<file path="src/rtl/core/kmst_ram.sv">
// kmst_ram: generic simple dual-port ram, one write port, one registered read port
// no dependencies
`default_nettype none

module kmst_ram #(
    parameter int WIDTH = 8,
    parameter int DEPTH = 64
) (
    input  wire logic                     aclk,
    input  wire logic                     we,
    input  wire logic [$clog2(DEPTH)-1:0] waddr,
    input  wire logic [WIDTH-1:0]         wdata,
    input  wire logic [$clog2(DEPTH)-1:0] raddr,
    output logic      [WIDTH-1:0]         rdata
);

    logic [WIDTH-1:0] mem [DEPTH];

    always_ff @(posedge aclk) begin
        if (we) begin
            mem[waddr] <= wdata;
        end
        rdata <= mem[raddr];
    end

endmodule

`default_nettype wire

</file>
<file path="config.mk">
export PLATFORM = sky130hd
export DESIGN_NAME = kmst_ram
export DESIGN_NICKNAME = d
export VERILOG_FILES = /design/src/rtl/core/kmst_ram.sv
export SDC_FILE = /design/constraint.sdc
export NUM_CORES = 1
export LEC_CHECK = 0
export ABC_CLOCK_PERIOD_IN_PS = 2400
export BUFFER_PORTS_ARGS = -buffer_cell sky130_fd_sc_hd__clkbuf_2
export CORE_ASPECT_RATIO = 1.75
export CORE_MARGIN = 3
export CORE_UTILIZATION = 30
export DETAILED_ROUTE_END_ITERATION = 7
export MAX_ROUTING_LAYER = met4
export PLACE_DENSITY_LB_ADDON = 0.15
export RECOVER_POWER = 25
export SLEW_MARGIN = 25
export SYNTH_ARGS = -nofsm -noshare
export SYNTH_HDL_FRONTEND = slang
export SYNTH_SLANG_ARGS = --single-unit
</file>
<file path="constraint.sdc">
create_clock -name aclk -period 2.4 [get_ports aclk]
set_clock_uncertainty 0.1 [all_clocks]
set_input_delay 0.12 -clock aclk [delete_from_list [all_inputs] [get_ports aclk]]
set_output_delay 0.12 -clock aclk [all_outputs]
set_load 0.05 [all_outputs]
</file>
## Word level (Yosys, flattened, before mapping)

Memories as Yosys holds them, arrays and structs flattened. A register that Yosys moved wholly into a read port is not among the register bits.
Cells that the tools add are included.

- Mux-type cells: 2

Operator list:

| kind | count |
|---|---|
| $mux W1 | 2 |

- Flip-flop bits (word level): 0
- Memory bits (writable): 512
- Output and inout port bits: 8
- Logic and storage cells: 3
- Memories kept: 1

Memories:

| name | words | width | rd ports | clocked after Yosys merged registers in | write ports | line | text |
|---|---|---|---|---|---|---|---|
| mem | 64 | 8 | 1 | 1 | 1 | 17 | `logic [WIDTH-1:0] mem [DEPTH];` |

## Longest topological paths before layout

Gate-level depths: netlist (run 1).

- Depth after elaboration: 2
- Mapped depth: 9
- Depth with buffers taken out: 5

## Worst setup path after synthesis (run 1)

No wires, ideal clock.

- Path type: input port to flip-flop
- Start point: input raddr[1]
- End point: register rdata[3] (read register of mem)
- Setup time: 0.128 ns
- Arrival: 1.660 ns
- Path slack: 0.512 ns
- Stages on the path: 7
- Cells stage by stage: buf_4 -> buf_2 -> buf_2 -> mux4_2 -> mux4_2 -> o21ai_1 -> o41ai_1

RTL lines:

| item | line | text |
|---|---|---|
| from (decl) | 13 | `input wire logic [$clog2(DEPTH)-1:0] raddr,` |
| to (decl) | 14 | `output logic [WIDTH-1:0] rdata` |

==> metrics, run 1 <==
Via-to-Cell Ratio=4.78; CP top delay family=multiplexers; Max clock buf depth=3; total global-route track usage=15.9%; Die Y=349 um; CP Class=flip-flop to flip-flop; layout cell share with drive strength beyond 1=32.3%; final setup vio count=0; Inserted Diodes=0; Initial Utilization=30.3%; final hold violation count=0; top post-synthesis cells by area=edfxtp_1, mux4_2, nor2_1; Post-synth top flop=edfxtp_1; vias in the first global route=10.6k; CTS buffer count=47; Final #Nets=1140; fillcell total=6227; synth cell count leaders=edfxtp_1, mux4_2, nor2_1; routability cong.=0.814; Avg WL per Cell=26.4 um; leak pwr=7.56 nW; Slew @ Worst Pin=1530 ps; Max Cap Viol=2; Mapped Cells=940; DRC=0; drt pass-1 iters=4; Synth area leader=edfxtp_1; Clk Latency, worst-skew pair=570 ps; flops & latches, synth=520; hpwl dp=35.9 mm; worst vdd ir=0.000695 V; design area=23800 um2; initial drt markers=712; FP Rows=125; worst path bufs/invs=1; grt total ovfl=0; Pwr per Cell Area=774 nW/um2; Critical Path Start Type=flip-flop; placed cell count=1957; top cell type's share of synthesized area=76.2%; fin. max-slew vios=130; first-pass GRT wire length=77.7 mm; CTS tree=built; post-CTS setup buffer count=0; Synthesis Warnings=0; drt total wl=53.9 mm; CP Capture Type=flip-flop; antenna-violating nets left=0; clock slew seen by the registers of the worst setup and hold paths=70 ps; final worst path period share=93.1%; Synthesized Nets=962; Fmax=447 MHz; Core Region=66500 um2; failing checks=max-capacitance violations, max-slew violations; IO Pins=30; post-synthesis async set-or-reset flop share=0%; port bufs=29; library cells used by synthesis=40; H-tree depth=2; clock tree root buffer cell=clkbuf_16; status=finished with violations; worst min path class=input pin to flip-flop; Die Span X=202 um; critical path's largest stage delay=490 ps; Vias=9759; Final Non-Filler Cells=2042; post-synthesis sequential area ratio=77.0%; Slew headroom=-1.86%; most instantiated library cell after synthesis=edfxtp_1; clock sinks=520; data required time of the worst path=2730 ps; EDFF count, synth=512; CP max FO=1; critical path data arrival time=2570 ps; Mean Syn Cell Area=21.5 um2; fin crit period=2230 ps; RSZ-0062 raised after global routing=false; Critical Path Slowest Stage Cell=mux4_2; Placed Area=22400 um2; crit path cell chain=mux4_2 > mux2_2 > o221a_2 > nor3_1 > buf_4 > o32ai_1; Area Overhead vs Synth=18.0%; largest net degree at the start of global routing=65; die area=70500 um2; initial antenna violation count=0; Mapped Area=20200 um2
## metal layers
layer	vias up	share of wire, %	global-route usage (%)
li1	4274	-	-
met1	5236	38	17.7
met2	176	56	29.5
met3	73	2.8	1.74
met4	0	3.2	5.20
met5	-	0	-
## where the power goes
| part | internal, W | switching, W | leakage, nW |
|---|---|---|---|
| logic | 0.000427 | 0.000711 | 2.19 |
| registers | 0.0101 | 0.0000302 | 4.67 |
| clock network | 0.00395 | 0.00325 | 0.689 |
## layout make-up
type                    instances  area [um2]  share of cell area (%)
well taps                     889        1110                    4.68
repair buffers                180        1400                    5.89
clock buffers                  64        1280                    5.39
flip-flops and latches        520       15500                    65.3
multi-input cells             369        4320                    18.1
clock inverters                20         143                   0.600
## path summary, 6_finish.rpt
| kind | endpoint | slack [ps] | startpoint | depth (start not counted) |
|---|---|---|---|---|
| worst max-delay path | rdata[6]$_DFF_P_ | 170 | mem[21][6]$_DFFE_PP_ | 6 |
| worst max register to register | rdata[6]$_DFF_P_ | 170 | mem[21][6]$_DFFE_PP_ | 6 |
| worst min register to register | rdata[4]$_DFF_P_ | 750 | mem[26][4]$_DFFE_PP_ | 3 |
| worst min-delay path | mem[32][6]$_DFFE_PP_ | 140 | wdata[6] | 2 |
## cell families (layout without fill, tap and decap cells)
logic type,count (synthesis),count (layout),share of synthesized area (%)
DFF,520,520,77.0
buffers and inverters,51,264,1.57
and+or+nand+nor,153,153,3.39
muxes,162,162,15.9
AOI/OAI and AO/OA,54,54,2.07
## cell usage in the layout (no fill, tap or decap), types with 3 or more instances in the layout
master	n
edfxtp_1	512
buf_4	132
mux4_2	126
nor2_1	83
clkbuf_16	49
clkbuf_2	28
mux2i_1	23
clkbuf_1	22
nand2_1	19
nor2b_1	14
mux2_2	13
nand3_1	13
buf_12	11
clkinv_1	10
o221ai_1	8
o22ai_1	8
dfxtp_1	8
nand2b_1	7
nor3_1	7
a221oi_1	6
clkinv_2	6
a211oi_1	4
nand3b_1	3
a21oi_1	3
a22oi_1	3
o2111ai_1	3
o2bb2ai_1	3
## registers in the layout (all words and copies together) (netlist names)
register / flops
rdata: 8
mem: 512
## worst reg2reg max path: cells and delay by family, from the launching register on
kind | cells | cell delay [ps]
buffers and inverters | 1 | 180
DFF | 1 | 370
AOI/OAI and AO/OA | 2 | 380
muxes | 2 | 790
and+or+nand+nor | 1 | 270
## timing repair
action                                 CTS  global route
endpoints found under the hold margin    2             0
hold buffers                             1             0
resized for setup                        0             0
## through the flow
stage	setup slack [ps]	power [W]	hold WS [ps]	setup TNS [ps]	utilization, %
4_1_cts	111	0.0187	51.2	0	35.9
3_3_place_gp	-41.4	0.0115	557	-57.8	33.7
2_1_floorplan	512	0.0109	119	0	-
6_report	165	0.0184	144	0	35.8
3_5_place_dp	-49.7	0.0115	553	-62.4	33.7
5_1_grt	37.2	0.0190	157	0	35.8
Note: power is estimated with default switching activity, not from simulation.
==> run 2: changes to the inputs <==
Settings changed: HOLD_SLACK_MARGIN from default to 0.15.
==> metrics, run 2 (same netlist as run 1, synthesis figures left out) <==
GR Util met3=1.74%; final setup vio count=0; RSZ-0062 raised after global routing=false; CP Capture Type=flip-flop; clock slew seen by the registers of the worst setup and hold paths=70 ps; layout cell share with drive strength beyond 1=31.9%; Max clock buf depth=3; final hold violation count=0; IO Pins=30; leak pwr=7.58 nW; Clk Latency, worst-skew pair=570 ps; data required time of the worst path=2740 ps; max reg flops=512; Critical Path Slowest Stage Cell=mux4_2; register with the most flip-flops=mem; largest net degree at the start of global routing=65; Max Cap Viol=2; DRC=0; die area=70500 um2; Final #Nets=1148; Avg WL per Cell=26.3 um; port bufs=29; initial drt markers=673; clock sinks=520; Via-to-Cell Ratio=4.76; clock tree root buffer cell=clkbuf_16; CTS buffer count=47; Final Non-Filler Cells=2050; Area Overhead vs Synth=18.3%; most common cell after layout, fill and taps aside=edfxtp_1; Placed Area=22400 um2; Die Y=349 um; grt total ovfl=0; CP top delay family=multiplexers; worst path bufs/invs=1; biggest regs=mem x512, rdata x8; total global-route track usage=15.9%; fin. max-slew vios=145; met1 usage=17.7%; routability cong.=0.814; Inserted Diodes=0; antenna-violating nets left=0; H-tree depth=2; hpwl dp=35.9 mm; post-CTS setup buffer count=0; initial antenna violation count=0; Pwr per Cell Area=772 nW/um2; Initial Utilization=30.3%; Fmax=449 MHz; drt pass-1 iters=4; most frequent cells in the layout=edfxtp_1, buf_4, mux4_2; CP Class=flip-flop to flip-flop; status=finished with violations; worst min path class=input pin to flip-flop; design area=23900 um2; fin crit period=2230 ps; crit path cell chain=mux4_2 > mux2_2 > o221a_2 > nor3_1 > buf_4 > o32ai_1; GR peak layer=met2; M2 GR Usage=29.5%; Slew @ Worst Pin=1520 ps; Core Region=66500 um2; failing checks=max-capacitance violations, max-slew violations; Die Span X=202 um; Vias=9751; Critical Path Start Type=flip-flop; FP Rows=125; vias in the first global route=10.6k; critical path's largest stage delay=490 ps; final worst path period share=92.8%; placed cell count=1957; first-pass GRT wire length=77.8 mm; critical path data arrival time=2560 ps; CP max FO=1; CTS tree=built; Slew headroom=-1.27%; worst vdd ir=0.000695 V; drt total wl=53.8 mm; # resized after CTS=0
==> run 2: what timing repair did <==
| action | in CTS | in global routing |
|---|---|---|
| endpoints found under the setup margin | 0 | 0 |
| hold buffers | 9 | 0 |
| endpoints found under the hold margin | 129 | 0 |
==> run 2: per-stage QoR <==
step	worst slack [ps]	TNS [ps]	hold WS (ps)	util (%)	power, W
detailed placement	-49.7	-62.4	553	33.7	0.0115
floorplan	512	0	119	-	0.0109
finish	173	0	209	35.9	0.0184
global placement	-41.4	-57.8	557	33.7	0.0115
global route	22.0	0	207	35.9	0.0190
CTS	111	0	177	36.0	0.0187
==> run 2: worst reg2reg max path, stage by stage, from the launching register on <==
cell and delay [ps]:
edfxtp_1 370, mux4_2 490, mux2_2 310, o221a_2 300
nor3_1 270, buf_4 180, o32ai_1 80
==> run 2: cell type report <==
class / instances / area [um2]
Fill cell: 6225 / 42600
Sequential cell: 520 / 15500
Multi-Input combinational cell: 369 / 4320
Timing Repair Buffer: 188 / 1470
Clock buffer: 64 / 1280
Tap cell: 889 / 1110
Clock inverter: 20 / 143
==> run 2: final timing paths <==
kind                        startpoint              endpoint  slack (ps)  depth (start not counted)
setup / recovery  mem[21][6]$_DFFE_PP_      rdata[6]$_DFF_P_         170                          6
hold / removal                waddr[1]  mem[49][5]$_DFFE_PP_         210                          4
setup reg to reg  mem[21][6]$_DFFE_PP_      rdata[6]$_DFF_P_         170                          6
hold reg to reg   mem[27][6]$_DFFE_PP_      rdata[6]$_DFF_P_         750                          3
==> run 2: routing by layer <==
layer | routed length [um] | up-vias
li1 | - | 4290
met1 | 20700 | 5229
met2 | 29900 | 159
met3 | 1500 | 73
met4 | 1740 | 0
met5 | 0 | -
==> run 2: where the power goes <==
part	total, W	internal (W)	switching, W
Combinational	0.00115	0.000434	0.000712
Sequential	0.0101	0.0101	0.0000297
Clock	0.00720	0.00395	0.00326
==> run 3: changes to the inputs <==
Settings changed: REMOVE_ABC_BUFFERS from default to 1.
==> metrics, run 3 (same netlist as run 1, synthesis figures left out) <==
status=finished with violations; failing checks=max-capacitance violations, max-slew violations; most common cell after layout, fill and taps aside=edfxtp_1; clock slew seen by the registers of the worst setup and hold paths=70 ps; initial drt markers=748; total global-route track usage=16.2%; Slew headroom=-52.7%; final setup vio count=0; layout cell share with drive strength beyond 1=33.4%; Initial Utilization=30.3%; vias in the first global route=10.8k; Die Y=349 um; overall power=0.0187 W; reg2reg path depth=5; drt pass-1 iters=5; Avg WL per Cell=26.6 um; routability cong.=0.782; Pwr per Cell Area=778 nW/um2; Area Overhead vs Synth=19.4%; Clk Latency, worst-skew pair=580 ps; placed cell count=1966; CP max FO=1; clock tree root buffer cell=clkbuf_16; CTS buffer count=47; hpwl dp=37.4 mm; Placed Area=22500 um2; grt total ovfl=0; worst vdd ir=0.000424 V; Slew @ Worst Pin=2290 ps; biggest regs=mem x512, rdata x8; fin. max-slew vios=143; die area=70500 um2; CP Class=flip-flop to flip-flop; Max Cap Viol=3; final worst path period share=93.4%; Worst setup startpoint=mem[14][1]$_DFFE_PP_; CTS tree=built; # resized after CTS=0; H-tree depth=2; Critical Path Start Type=flip-flop; Die Span X=202 um; first-pass GRT wire length=79.7 mm; critical path data arrival time=2610 ps; reg2reg start=mem[14][1]$_DFFE_PP_; FP Rows=125; data required time of the worst path=2770 ps; largest net degree at the start of global routing=65; initial antenna violation count=0; final hold violation count=0; antenna-violating nets left=0; Final #Nets=1162; setup TNS=0 ps; most frequent cells in the layout=edfxtp_1, buf_4, mux4_2; DRC=0; Fmax=446 MHz; fin crit period=2240 ps; Fin Hold WS=160 ps; Inserted Diodes=0; IO Pins=30; Via-to-Cell Ratio=4.77; clock sinks=520; leak pwr=7.72 nW; design area=24100 um2; Final Non-Filler Cells=2066; worst min path class=input pin to flip-flop; max reg flops=512; RSZ-0062 raised after global routing=false; Critical Path End=rdata[1]$_DFF_P_; CP Capture Type=flip-flop; drt total wl=54.9 mm; port bufs=29; Core Region=66500 um2; R2R Path End=rdata[1]$_DFF_P_; register with the most flip-flops=mem; Max clock buf depth=3; setup slack, reg-to-reg=160 ps; Vias=9858
==> run 3: cell count changes in the layout (fill, tap and decap cells not counted), sizes merged, moves of 3 or more <==
cell	previous run	this run
buf	141	153
clkbuf	102	90
clkinv	16	24
dlygate4sd3	9	14
bufinv	2	5
==> run 3: final cells by class <==
type,instances,area (um2)
clock buffers,55,1220
clock inverters,31,278
fillers,6170,42400
multi-input cells,369,4320
flip-flops and latches,520,15500
well taps,889,1110
repair buffers,202,1610
==> run 3: per-layer routing <==
layer	track usage, %	wire [um]	vias up
met3	1.53	1100	73
met5	-	0	-
met2	31.4	31900	140
li1	-	-	4319
met4	4.60	1470	0
met1	17.4	20400	5326
==> run 3: worst max-delay path, stage by stage, from the launching register on <==
cell and delay (ps):
edfxtp_1 380, mux4_2 460, mux4_2 510, nor2_1 340
nor3_1 190, o2bb2ai_1 160
==> run 3: where the power goes <==
part	internal [W]	switching, W
clock network	0.00417	0.00330
logic	0.000461	0.000700
registers	0.0101	0.0000340
total	0.0147	0.00403
==> run 3: worst min path at each step <==
stage	cells after the start	slack (ps)	end	start
after floorplan	0	120	mem[0][0]$_DFFE_PP_	wdata[0]
after global placement	2	550	mem[34][1]$_DFFE_PP_	wdata[1]
after detailed placement	2	540	mem[34][1]$_DFFE_PP_	wdata[1]
after CTS	4	160	rdata[7]$_DFF_P_	raddr[3]
after global routing	4	180	rdata[6]$_DFF_P_	raddr[3]
final	4	160	rdata[7]$_DFF_P_	raddr[3]
==> run 3: timing repair <==
| action | in CTS | in global routing |
|---|---|---|
| hold buffers | 14 | 0 |
| endpoints found under the hold margin | 241 | 0 |
| setup buffers | 0 | 0 |
==> run 3: through the flow <==
stage | setup WS [ps] | util [%]
2_1_floorplan | 616 | -
3_3_place_gp | -217 | 33.8
3_5_place_dp | -216 | 33.8
4_1_cts | 95.3 | 36.3
5_1_grt | 76.2 | 36.2
6_report | 159 | 36.2
