===== src/rtl/core/kmst_pkg.sv =====
// kmst_pkg: shared types, codes and default sizes of the keyed message snapshot table
// depends on nothing; used by kmst_ctrl and the top level
`default_nettype none

package kmst_pkg;

    localparam int RECORDS_DEF = 32;
    localparam int MAX_LEN_DEF = 1785;

    localparam int SLOT_IN_W = 5;
    localparam int LEN_W     = 11;
    localparam int TS_W      = 32;
    localparam int PER_W     = 16;
    localparam int SA_W      = 8;
    localparam int PGN_W     = 18;

    localparam logic [1:0] OP_UPDATE  = 2'd0;
    localparam logic [1:0] OP_COLLECT = 2'd1;
    localparam logic [1:0] OP_READ    = 2'd2;
    localparam logic [1:0] OP_NONE    = 2'd3;

    localparam logic [2:0] KIND_STORED = 3'd0;
    localparam logic [2:0] KIND_REJECT = 3'd1;
    localparam logic [2:0] KIND_LIVE   = 3'd2;
    localparam logic [2:0] KIND_BYTE   = 3'd3;
    localparam logic [2:0] KIND_END    = 3'd4;

    typedef struct packed {
        logic [1:0]           op;
        logic [SA_W-1:0]      source_addr;
        logic [PGN_W-1:0]     pgn;
        logic [TS_W-1:0]      now_ms;
        logic [LEN_W-1:0]     msg_len;
        logic [7:0]           data_byte;
        logic [SLOT_IN_W-1:0] slot;
        logic [LEN_W-1:0]     byte_index;
    } in_item_t;

    typedef struct packed {
        logic [2:0]           kind;
        logic [SLOT_IN_W-1:0] rec_slot;
        logic [SA_W-1:0]      rec_source_addr;
        logic [PGN_W-1:0]     rec_pgn;
        logic [PER_W-1:0]     period_ms;
        logic [TS_W-1:0]      last_ts_ms;
        logic [LEN_W-1:0]     rec_len;
        logic [7:0]           read_byte;
        logic                 last;
    } out_item_t;

    // one record's metadata, one memory word
    typedef struct packed {
        logic [SA_W-1:0]  src;
        logic [PGN_W-1:0] grp;
        logic [TS_W-1:0]  stamp;
        logic [PER_W-1:0] period;
        logic [LEN_W-1:0] len;
    } meta_t;

endpackage

`default_nettype wire


===== src/rtl/core/kmst_ctrl.sv =====
// kmst_ctrl: sequencer of the snapshot table: key scan, replacement, payload
// streaming, collect walk, byte read and the result register; uses kmst_pkg
`default_nettype none

module kmst_ctrl #(
    parameter int RECORDS = kmst_pkg::RECORDS_DEF,
    parameter int MAX_LEN = kmst_pkg::MAX_LEN_DEF,
    localparam int SLOT_W = $clog2(RECORDS),
    localparam int ADDR_W = $clog2(RECORDS * MAX_LEN)
) (
    input  wire logic                     aclk,
    input  wire logic                     aresetn,
    input  wire logic [kmst_pkg::TS_W-1:0] ttl_ms,
    input  wire logic                     s_valid,
    output logic                          s_ready,
    input  wire kmst_pkg::in_item_t       s_item,
    output logic                          m_valid,
    input  wire logic                     m_ready,
    output kmst_pkg::out_item_t           m_item,
    output logic                          meta_we,
    output logic [SLOT_W-1:0]             meta_waddr,
    output kmst_pkg::meta_t               meta_wdata,
    output logic [SLOT_W-1:0]             meta_raddr,
    input  wire kmst_pkg::meta_t          meta_rdata,
    output logic                          pay_we,
    output logic [ADDR_W-1:0]             pay_waddr,
    output logic [7:0]                    pay_wdata,
    output logic [ADDR_W-1:0]             pay_raddr,
    input  wire logic [7:0]               pay_rdata
);

    localparam logic [3:0] ST_IDLE  = 4'd0;
    localparam logic [3:0] ST_REJ   = 4'd1;
    localparam logic [3:0] ST_SCAN  = 4'd2;
    localparam logic [3:0] ST_SLAST = 4'd3;
    localparam logic [3:0] ST_PICK  = 4'd4;
    localparam logic [3:0] ST_WR    = 4'd5;
    localparam logic [3:0] ST_UPD   = 4'd6;
    localparam logic [3:0] ST_CRD   = 4'd7;
    localparam logic [3:0] ST_CCHK  = 4'd8;
    localparam logic [3:0] ST_CEND  = 4'd9;
    localparam logic [3:0] ST_RD    = 4'd10;
    localparam logic [3:0] ST_ROUT  = 4'd11;
    localparam logic [3:0] ST_RBAD  = 4'd12;

    localparam logic [SLOT_W-1:0] LAST_SLOT = SLOT_W'(RECORDS - 1);

    logic [3:0]                     state_reg, state_next;
    kmst_pkg::in_item_t             in_reg, in_next;
    logic [SLOT_W-1:0]              idx_reg, idx_next;
    logic                           chk_vld_reg, chk_vld_next;
    logic [SLOT_W-1:0]              chk_idx_reg, chk_idx_next;
    logic                           hit_reg, hit_next;
    logic [SLOT_W-1:0]              hit_slot_reg, hit_slot_next;
    logic [kmst_pkg::TS_W-1:0]      hit_stamp_reg, hit_stamp_next;
    logic                           free_reg, free_next;
    logic [SLOT_W-1:0]              free_slot_reg, free_slot_next;
    logic                           old_reg, old_next;
    logic [SLOT_W-1:0]              old_slot_reg, old_slot_next;
    logic [kmst_pkg::TS_W-1:0]      old_stamp_reg, old_stamp_next;
    logic [SLOT_W-1:0]              cur_slot_reg, cur_slot_next;
    logic [kmst_pkg::PER_W-1:0]     cur_per_reg, cur_per_next;
    logic [kmst_pkg::TS_W-1:0]      cur_stamp_reg, cur_stamp_next;
    logic [ADDR_W-1:0]              base_reg, base_next;
    logic                           active_reg, active_next;
    logic [kmst_pkg::LEN_W-1:0]     beat_reg, beat_next;
    logic [RECORDS-1:0]             valid_reg, valid_next;
    logic                           out_valid_reg, out_valid_next;
    kmst_pkg::out_item_t            out_reg, out_next;

    logic                           out_free;
    logic                           emit;
    kmst_pkg::out_item_t            emit_item;
    logic                           accept;
    logic                           len_bad;
    logic                           chk_v;
    logic                           rd_slot_ok;
    logic [SLOT_W-1:0]              rd_slot;
    logic [ADDR_W-1:0]              cur_base;
    logic [kmst_pkg::LEN_W:0]       beat_inc;
    logic [kmst_pkg::TS_W-1:0]      age;

    assign s_ready  = (state_reg == ST_IDLE);
    assign accept   = s_valid && s_ready;
    assign out_free = !out_valid_reg || m_ready;
    assign m_valid  = out_valid_reg;
    assign m_item   = out_reg;

    assign len_bad    = (in_reg.msg_len == '0) || (32'(in_reg.msg_len) > 32'(MAX_LEN));
    assign chk_v      = valid_reg[chk_idx_reg];
    assign rd_slot    = SLOT_W'(in_reg.slot);
    assign rd_slot_ok = (32'(in_reg.slot) < 32'(RECORDS)) && valid_reg[rd_slot];
    assign cur_base   = ADDR_W'(cur_slot_reg) * ADDR_W'(MAX_LEN);
    assign beat_inc   = {1'b0, beat_reg} + 1'b1;
    assign age        = in_reg.now_ms - meta_rdata.stamp;

    always_comb begin
        meta_raddr = idx_reg;
        if (state_reg == ST_RD || state_reg == ST_ROUT) begin
            meta_raddr = rd_slot;
        end
    end

    assign pay_raddr = ADDR_W'(rd_slot) * ADDR_W'(MAX_LEN) + ADDR_W'(in_reg.byte_index);

    assign meta_we    = (state_reg == ST_WR);
    assign meta_waddr = cur_slot_reg;
    assign meta_wdata = '{src: in_reg.source_addr, grp: in_reg.pgn, stamp: in_reg.now_ms,
                          period: cur_per_reg, len: in_reg.msg_len};

    always_comb begin
        pay_we    = 1'b0;
        pay_waddr = base_reg + ADDR_W'(beat_reg);
        pay_wdata = s_item.data_byte;
        if (state_reg == ST_WR) begin
            pay_we    = 1'b1;
            pay_waddr = cur_base;
            pay_wdata = in_reg.data_byte;
        end else if (accept && s_item.op == kmst_pkg::OP_UPDATE && active_reg) begin
            pay_we = 1'b1;
        end
    end

    always_comb begin
        state_next     = state_reg;
        in_next        = in_reg;
        idx_next       = idx_reg;
        chk_vld_next   = 1'b0;
        chk_idx_next   = chk_idx_reg;
        hit_next       = hit_reg;
        hit_slot_next  = hit_slot_reg;
        hit_stamp_next = hit_stamp_reg;
        free_next      = free_reg;
        free_slot_next = free_slot_reg;
        old_next       = old_reg;
        old_slot_next  = old_slot_reg;
        old_stamp_next = old_stamp_reg;
        cur_slot_next  = cur_slot_reg;
        cur_per_next   = cur_per_reg;
        cur_stamp_next = cur_stamp_reg;
        base_next      = base_reg;
        active_next    = active_reg;
        beat_next      = beat_reg;
        valid_next     = valid_reg;
        emit           = 1'b0;
        emit_item      = '0;

        // scan evaluation of the entry read in the previous cycle
        if (chk_vld_reg) begin
            if (chk_v && meta_rdata.src == in_reg.source_addr
                    && meta_rdata.grp == in_reg.pgn && !hit_reg) begin
                hit_next       = 1'b1;
                hit_slot_next  = chk_idx_reg;
                hit_stamp_next = meta_rdata.stamp;
            end
            if (!chk_v && !free_reg) begin
                free_next      = 1'b1;
                free_slot_next = chk_idx_reg;
            end
            if (chk_v && (!old_reg || meta_rdata.stamp < old_stamp_reg)) begin
                old_next       = 1'b1;
                old_slot_next  = chk_idx_reg;
                old_stamp_next = meta_rdata.stamp;
            end
        end

        unique case (state_reg)
            ST_IDLE: begin
                if (accept) begin
                    in_next  = s_item;
                    idx_next = '0;
                    case (s_item.op)
                        kmst_pkg::OP_UPDATE: begin
                            if (active_reg) begin
                                beat_next = beat_inc[kmst_pkg::LEN_W-1:0];
                                if (beat_inc >= {1'b0, in_reg.msg_len}) begin
                                    // keep the first beat's key and length
                                    in_next     = in_reg;
                                    active_next = 1'b0;
                                    beat_next   = '0;
                                    state_next  = ST_UPD;
                                end else begin
                                    in_next = in_reg;
                                end
                            end else begin
                                hit_next   = 1'b0;
                                free_next  = 1'b0;
                                old_next   = 1'b0;
                                state_next = ST_SCAN;
                            end
                        end
                        kmst_pkg::OP_COLLECT: state_next = ST_CRD;
                        kmst_pkg::OP_READ:    state_next = ST_RD;
                        default:              state_next = ST_IDLE;
                    endcase
                    // a collect or read mid-message must not lose the message's latched fields
                    if (active_reg && s_item.op != kmst_pkg::OP_UPDATE) begin
                        in_next.source_addr = in_reg.source_addr;
                        in_next.pgn         = in_reg.pgn;
                        in_next.msg_len     = in_reg.msg_len;
                        in_next.data_byte   = in_reg.data_byte;
                    end
                end
            end
            ST_SCAN: begin
                if (len_bad) begin
                    state_next = ST_REJ;
                end else begin
                    chk_vld_next = 1'b1;
                    chk_idx_next = idx_reg;
                    if (idx_reg == LAST_SLOT) begin
                        state_next = ST_SLAST;
                    end else begin
                        idx_next = idx_reg + 1'b1;
                    end
                end
            end
            ST_SLAST: state_next = ST_PICK;
            ST_PICK: begin
                cur_per_next   = '0;
                cur_stamp_next = in_reg.now_ms;
                if (hit_reg) begin
                    cur_slot_next = hit_slot_reg;
                    if (hit_stamp_reg != '0) begin
                        cur_per_next = kmst_pkg::PER_W'(in_reg.now_ms - hit_stamp_reg);
                    end
                end else if (free_reg) begin
                    cur_slot_next = free_slot_reg;
                end else begin
                    cur_slot_next = old_slot_reg;
                end
                state_next = ST_WR;
            end
            ST_WR: begin
                valid_next[cur_slot_reg] = 1'b1;
                base_next = cur_base;
                if (in_reg.msg_len == kmst_pkg::LEN_W'(1)) begin
                    active_next = 1'b0;
                    beat_next   = '0;
                    state_next  = ST_UPD;
                end else begin
                    active_next = 1'b1;
                    beat_next   = kmst_pkg::LEN_W'(1);
                    state_next  = ST_IDLE;
                end
            end
            ST_UPD: begin
                if (out_free) begin
                    emit      = 1'b1;
                    emit_item = '{kind: kmst_pkg::KIND_STORED,
                                  rec_slot: kmst_pkg::SLOT_IN_W'(cur_slot_reg),
                                  rec_source_addr: in_reg.source_addr, rec_pgn: in_reg.pgn,
                                  period_ms: cur_per_reg, last_ts_ms: cur_stamp_reg,
                                  rec_len: in_reg.msg_len, read_byte: '0, last: 1'b1};
                    state_next = ST_IDLE;
                end
            end
            ST_REJ: begin
                if (out_free) begin
                    emit      = 1'b1;
                    emit_item = '{kind: kmst_pkg::KIND_REJECT, rec_slot: '0,
                                  rec_source_addr: in_reg.source_addr, rec_pgn: in_reg.pgn,
                                  period_ms: '0, last_ts_ms: '0, rec_len: '0,
                                  read_byte: '0, last: 1'b1};
                    state_next = ST_IDLE;
                end
            end
            ST_CRD: state_next = ST_CCHK;
            ST_CCHK: begin
                if (valid_reg[idx_reg] && age <= ttl_ms) begin
                    if (out_free) begin
                        emit      = 1'b1;
                        emit_item = '{kind: kmst_pkg::KIND_LIVE,
                                      rec_slot: kmst_pkg::SLOT_IN_W'(idx_reg),
                                      rec_source_addr: meta_rdata.src, rec_pgn: meta_rdata.grp,
                                      period_ms: meta_rdata.period,
                                      last_ts_ms: meta_rdata.stamp,
                                      rec_len: meta_rdata.len, read_byte: '0, last: 1'b0};
                    end
                end
                if (out_free || !(valid_reg[idx_reg] && age <= ttl_ms)) begin
                    if (idx_reg == LAST_SLOT) begin
                        state_next = ST_CEND;
                    end else begin
                        idx_next   = idx_reg + 1'b1;
                        state_next = ST_CRD;
                    end
                end
            end
            ST_CEND: begin
                if (out_free) begin
                    emit           = 1'b1;
                    emit_item      = '0;
                    emit_item.kind = kmst_pkg::KIND_END;
                    emit_item.last = 1'b1;
                    state_next     = ST_IDLE;
                end
            end
            ST_RD: state_next = rd_slot_ok ? ST_ROUT : ST_RBAD;
            ST_ROUT: begin
                if (out_free) begin
                    emit      = 1'b1;
                    emit_item = '{kind: kmst_pkg::KIND_BYTE, rec_slot: in_reg.slot,
                                  rec_source_addr: meta_rdata.src, rec_pgn: meta_rdata.grp,
                                  period_ms: meta_rdata.period, last_ts_ms: meta_rdata.stamp,
                                  rec_len: meta_rdata.len,
                                  read_byte: (in_reg.byte_index < meta_rdata.len)
                                             ? pay_rdata : 8'd0,
                                  last: 1'b0};
                    state_next = ST_IDLE;
                end
            end
            ST_RBAD: begin
                if (out_free) begin
                    emit               = 1'b1;
                    emit_item          = '0;
                    emit_item.kind     = kmst_pkg::KIND_BYTE;
                    emit_item.rec_slot = in_reg.slot;
                    state_next         = ST_IDLE;
                end
            end
            default: state_next = ST_IDLE;
        endcase
    end

    always_comb begin
        out_valid_next = out_valid_reg;
        out_next       = out_reg;
        if (emit) begin
            out_valid_next = 1'b1;
            out_next       = emit_item;
        end else if (m_ready) begin
            out_valid_next = 1'b0;
        end
    end

    always_ff @(posedge aclk) begin
        if (!aresetn) begin
            state_reg     <= ST_IDLE;
            chk_vld_reg   <= 1'b0;
            active_reg    <= 1'b0;
            beat_reg      <= '0;
            cur_slot_reg  <= '0;
            valid_reg     <= '0;
            out_valid_reg <= 1'b0;
        end else begin
            state_reg     <= state_next;
            chk_vld_reg   <= chk_vld_next;
            active_reg    <= active_next;
            beat_reg      <= beat_next;
            cur_slot_reg  <= cur_slot_next;
            valid_reg     <= valid_next;
            out_valid_reg <= out_valid_next;
        end
    end

    always_ff @(posedge aclk) begin
        in_reg        <= in_next;
        idx_reg       <= idx_next;
        chk_idx_reg   <= chk_idx_next;
        hit_reg       <= hit_next;
        hit_slot_reg  <= hit_slot_next;
        hit_stamp_reg <= hit_stamp_next;
        free_reg      <= free_next;
        free_slot_reg <= free_slot_next;
        old_reg       <= old_next;
        old_slot_reg  <= old_slot_next;
        old_stamp_reg <= old_stamp_next;
        cur_per_reg   <= cur_per_next;
        cur_stamp_reg <= cur_stamp_next;
        base_reg      <= base_next;
        out_reg       <= out_next;
    end

endmodule

`default_nettype wire


===== config.mk =====
export PLATFORM = sky130hd
export DESIGN_NAME = kmst_ctrl
export DESIGN_NICKNAME = d
export VERILOG_FILES = /design/src/rtl/core/kmst_pkg.sv /design/src/rtl/core/kmst_ctrl.sv
export SDC_FILE = /design/constraint.sdc
export NUM_CORES = 1
export LEC_CHECK = 0
export BUFFER_PORTS_ARGS = -buffer_cell sky130_fd_sc_hd__buf_2
export CAP_MARGIN = 0
export CORE_MARGIN = 5
export CORE_UTILIZATION = 25
export DETAILED_ROUTE_END_ITERATION = 10
export PLACE_DENSITY = 0.47
export SLEW_MARGIN = 0
export SYNTH_ARGS = -nofsm -noshare
export SYNTH_HDL_FRONTEND = slang
export SYNTH_SLANG_ARGS = --single-unit

===== constraint.sdc =====
create_clock -name aclk -period 10.3 [get_ports aclk]
set_input_delay 1.03 -clock aclk [delete_from_list [all_inputs] [get_ports aclk]]
set_output_delay 1.03 -clock aclk [all_outputs]
set_load 0.05 [all_outputs]

=== Word-level counts from Yosys, hierarchy flattened ===
Index checks and enable logic that the tools add are counted.

* Register bits after elaboration: 406
* Input bits: 224
* Output and inout bits: 241
* Word-level logic and storage cells: 206

* Add/subtract/negate cells: 6
* Multipliers: 2
* Magnitude comparators: 10
* Equality and inequality tests: 27
* Mux-type cells: 79
* Bitwise logic cells: 3
* Reductions and logical operators: 43

{| class="wikitable"
|+ Operator list
! kind !! count
|-
| $pmux W102 S6 || 1
|-
| $mux W101 || 4
|-
| $mux W93 || 2
|-
| $mux W102 || 1
|-
| $mux W100 || 1
|-
| $mux W99 || 1
|-
| $mux W11 || 4
|-
| $pmux W4 S9 || 1
|-
| $mux W1 || 35
|-
| $mux W5 || 7
|-
| $add A16 B11 Y16 || 2
|-
| $le A32 B32 Y1 || 1
|-
| $lt A32 B32 Y1 || 1
|-
| $mul A5 B11 Y16 const B || 2
|-
| $mux W4 || 8
|-
| $or A32 B32 Y32 || 1
|-
| $reduce_bool A32 Y1 || 1
|-
| $sub A32 B32 Y32 || 1
|-
| $lt A5 B6 Y1 const B || 4
|-
| $pmux W11 S2 || 1
|-
| $eq A4 B4 Y1 const B || 5
|-
| $eq A18 B18 Y1 || 1
|-
| $eq A4 B3 Y1 const B || 4
|-
| $mux W16 || 1
|-
| 39 further kinds || 80
|}

=== Logic depth before layout (Yosys ltp) ===
* Depth after elaboration: 11
* Depth in mapped cells: 23
* Gate-level depth less buffers: 22

=== Least setup slack after synthesis ===
No wires, ideal clock.

* Path kind: input port to flip-flop
* Start point: input meta_rdata[29] in the netlist's numbering
* End point: register out_reg, in the netlist m_item[0], enable pin
* Arrival time: 7,011 ps
* Path slack: 2,824 ps
* Stages: 20
* Path through: inv_1 ha_1 nor2b_1 o31a_1 o311a_1 o211ai_1 a21oi_1 a221o_1 a31o_2 o211a_1 xor2_1 ha_1 a21o_1 a21o_1 a221oi_1 o31ai_1 a2bb2oi_1 nand4_2 nor2_1 or3_1

* Word-level cells in the longest chain between the ends: 5

{| class="wikitable"
|+ Ends and longest elaborated chain
! item !! line !! RTL
|-
| from (decl) || kmst_ctrl.sv:24 || <nowiki>input wire kmst_pkg::meta_t meta_rdata,</nowiki>
|-
| $sub A32 B32 Y32 || kmst_ctrl.sv:95 || <nowiki>assign age = in_reg.now_ms - meta_rdata.stamp;</nowiki>
|-
| $le A32 B32 Y1 || kmst_ctrl.sv:270 || <nowiki>if (valid_reg[idx_reg] && age <= ttl_ms) begin</nowiki>
|-
| $logic_and A1 B1 Y1 || kmst_ctrl.sv:270 ||
|-
| $mux W1 || kmst_ctrl.sv:270 ||
|-
| $pmux W1 S2 || kmst_ctrl.sv:167 || <nowiki>unique case (state_reg)</nowiki>
|-
| net emit || kmst_ctrl.sv:72 || <nowiki>logic emit;</nowiki>
|-
| to (signal assigned) || kmst_ctrl.sv:372 || <nowiki>out_reg <= out_next;</nowiki>
|-
| to (decl) || kmst_ctrl.sv:69 || <nowiki>kmst_pkg::out_item_t out_reg, out_next;</nowiki>
|}

The timed path passes the listed nets, and every way through them passes these cells.
A chain may end at the register's enable or synchronous reset.

=== Worst setup path in the final report ===
* Start point: input meta_rdata[33] in the netlist's numbering
* End point: register out_reg, in the netlist m_item[13], enable pin

Same word-level chain as after synthesis.

==> metrics <==
wire length per cell after detailed routing 20.6 um; die area 99900 um^2; post-synthesis sequential area ratio 49.6%; Overall Global Routing Usage 14.8%; Crit path largest cell delay 0.67 ns; Worst path slowest cell or3_4; largest net degree at the start of global routing 65; Synth Area in Simple Gates 8.94%; RR Startpoint meta_wdata[33]$_DFFE_PP_; Root Buffer clkbuf_16; Flop pwr share 28.4%; EDFF count, synth 348; most common flop cell mapped by yosys edfxtp_1; Setup Viol. Count Final 0; min-delay worst type reg2reg; post-synth net total 2498; clk_skew 0.0166 ns; met1 usage in global routing 18.5%; Hold Vio Cnt, Final 0; H-tree Lvls 2; Req. time, crit path 10.56 ns; Initial Utilization 25.1%; share of flip-flops with an asynchronous set or reset 0%; worst path bufs/invs 3; Largest delay share family, worst path compound AO/OA/AOI/OAI gates; worst setup path category in2reg; Die Y 316 um; via count 17200; Comb power frac 51.1%; TritonCTS Sinks 406; Crit. End Element flop; post-synthesis compound-gate area fraction 12.8%; clock network power share 20.5%; Die W 316 um; I/O Buffers 464; CTS Hold Bufs 0; Slew @ Worst Pin 1.18 ns; biggest area consumer among synthesized cells edfxtp_1; post-route DRC violation count 0; RSZ-0062 raised after global routing false; worst-case vdd ir drop 0.000529 V; Core ar. 93200 um^2; largest family of logic cells by synthesized area adder cells; GR Util met2 25.0%; io pins 465; Slew HR 20.4%; max FFs per register 102; initial antenna violation count 15; Seq cells post-synth 406; total CTS buffers 51; DR iter-0 viols 1248; Syn. warnings 0; Hold Crit Endpoint cur_stamp_reg[17]$_DFFE_PP_; Synth cell types 68; # nets final 2905; mux cell area share after synthesis 3.37%; Reg2Reg Depth 20; Register-to-Register Setup Slack 3.27 ns; Post-CTS Resized 0; adder and majority gate portion of the synthesized area 14.1%; Power Density 316 nW/um^2; CTS tree built; area fraction of the dominant cell type after synthesis 44.6%; CTS clk-pin slew, worst paths 0.06 ns; critical hold path startpoint meta_wdata[44]$_DFFE_PP_; run status finished, final reports clean; worst path arrival time 7.32 ns; Clk Latency, worst-skew pair 0.61 ns; first-pass GRT wire length 112000 um; final worst slack 3.25 ns; Clock Path Buffers 3; sw power 0.00434 W; Via density 4.62; Switching Fraction 48.3%; first-pass detailed-route iteration total 5; pre-CTS setup slack 2.55 ns; P_int 0.00465 W; xor and xnor area share after synthesis 4.26%; commonest cells in the netlist edfxtp_1 (348), inv_1 (221), ha_1 (210); ANT nets after route 0; vias in the first global route 17700; Detail Placement HPWL 59000 um; global routing usage on met3 3.39%; post-CTS setup buffer count 0; Setup crit start kind primary input; most common cell in the synthesized netlist edfxtp_1; WL final 77100 um; GP Congestion 0.882; post-synthesis cell count 2030; Congestion Overflow GR 0; RR Endpoint m_item[13]$_DFFE_PP_; Peak Freq 142 MHz; crit-path cells buf_2 -> inv_1 -> ha_1 -> nand2_1 -> a21boi_0 -> a21boi_0 -> a31oi_1 -> o21ai_1 -> nand4_1 -> a31o_2 -> a21oi_1 -> xor2_1 -> ha_1 -> a21o_1 -> a21o_1 -> a221oi_1 -> o31ai_1 -> a2bb2oi_1 -> nand4_2 -> nor2_1 -> or3_4 -> buf_12; CP max FO 64; Syn-to-layout area delta 21.4%; mean post-synth cell area 11.5 um^2; maximum capacitance violations 0; top cells by area, synth edfxtp_1 (45%), ha_1 (11%), dfxtp_1 (5.0%); layout cells sized above 1 24.8%; min cycle time layout 7.05 ns; GR peak layer met2; Mapped Area 23400 um^2; setup TNS 0 ns; P_leak 12.3 nW; row cnt 112; Pins Over Slew Limit 0; cell depth of the worst hold path 0; Critical Path Start meta_rdata[33]; fin crit share 68.5%
metrics by stage:
stage | hold slack (ns) | total power, W | instance area, um^2 | utilization, % | instances
global placement | 0.481 | 0.00720 | 26700 | 28.7 | 3638
detailed placement | 0.485 | 0.00724 | 26700 | 28.7 | 3638
global route | 0.500 | 0.00950 | 28400 | 30.5 | 3731
CTS | 0.492 | 0.00913 | 28400 | 30.5 | 3728
floorplan | 0.424 | 0.00604 | 23400 | - | 2030
finish | 0.488 | 0.00900 | 28400 | 30.5 | 3733
kinds of logic after synthesis:
logic type / after synthesis
adders and majority gates: 244
xor gates and xnor gates: 114
DFF: 406
muxes: 41
buffers and inverters: 349
and+or+nand+nor: 436
AOI/OAI and AO/OA: 440
final cells by class:
class / instances / area, um^2
timing repair buffer: 481 / 2460
antenna: 5 / 12.5
clock buffer: 66 / 1450
clock inverter: 24 / 259
inverter: 222 / 833
tap: 1254 / 1570
fill: 9556 / 64700
multi-input combinational: 1275 / 10200
sequential: 406 / 11600
layout by cell type, fill, tap and decap left out, drive strengths merged, types with 8 or more instances in the layout:
cell,n
buf,481
edfxtp,348
inv,222
ha,210
nor2,145
a21oi,118
nand2,93
a22o,85
xnor2,76
o21ai,69
clkbuf,66
dfxtp,58
a21o,50
xor2,38
fa,34
nor3,31
nand3,30
mux4,30
nor2b,27
nand4,24
o21a,18
a31oi,18
clkinv,17
nand2b,16
and3,14
nor4,13
and2,12
a211oi,10
or2,8
mux2i,8
power groups by stage:
stage / Sequential (W) / Clock (W) / Combinational (W)
6_report: 0.00255 / 0.00184 / 0.00460
3_5_place_dp: 0.00260 / 0 / 0.00464
5_1_grt: 0.00259 / 0.00197 / 0.00494
3_3_place_gp: 0.00260 / 0 / 0.00460
2_1_floorplan: 0.00293 / 0 / 0.00310
4_1_cts: 0.00257 / 0.00190 / 0.00466
how the worst max path moves through the flow:
| stage | to | slack, ns | cells past startpoint |
|---|---|---|---|
| after floorplan | m_item[0]$_DFFE_PP_ | 2.82 | 20 |
| after global placement | m_item[68]$_DFFE_PP_ | 2.67 | 21 |
| after detailed placement | m_item[68]$_DFFE_PP_ | 2.55 | 21 |
| after CTS | m_item[68]$_DFFE_PP_ | 3.17 | 19 |
| after global routing | m_item[68]$_DFFE_PP_ | 2.64 | 21 |
| final | m_item[13]$_DFFE_PP_ | 3.25 | 22 |
per-layer routing:
metal  vias to the layer above  part of all wire, %
met4                        10                  3.1
li1                       8146                    -
met2                       610                   47
met3                       132                  7.6
met5                         -                0.093
met1                      8346                   42
No activity file was read; power rests on OpenSTA's default activity.
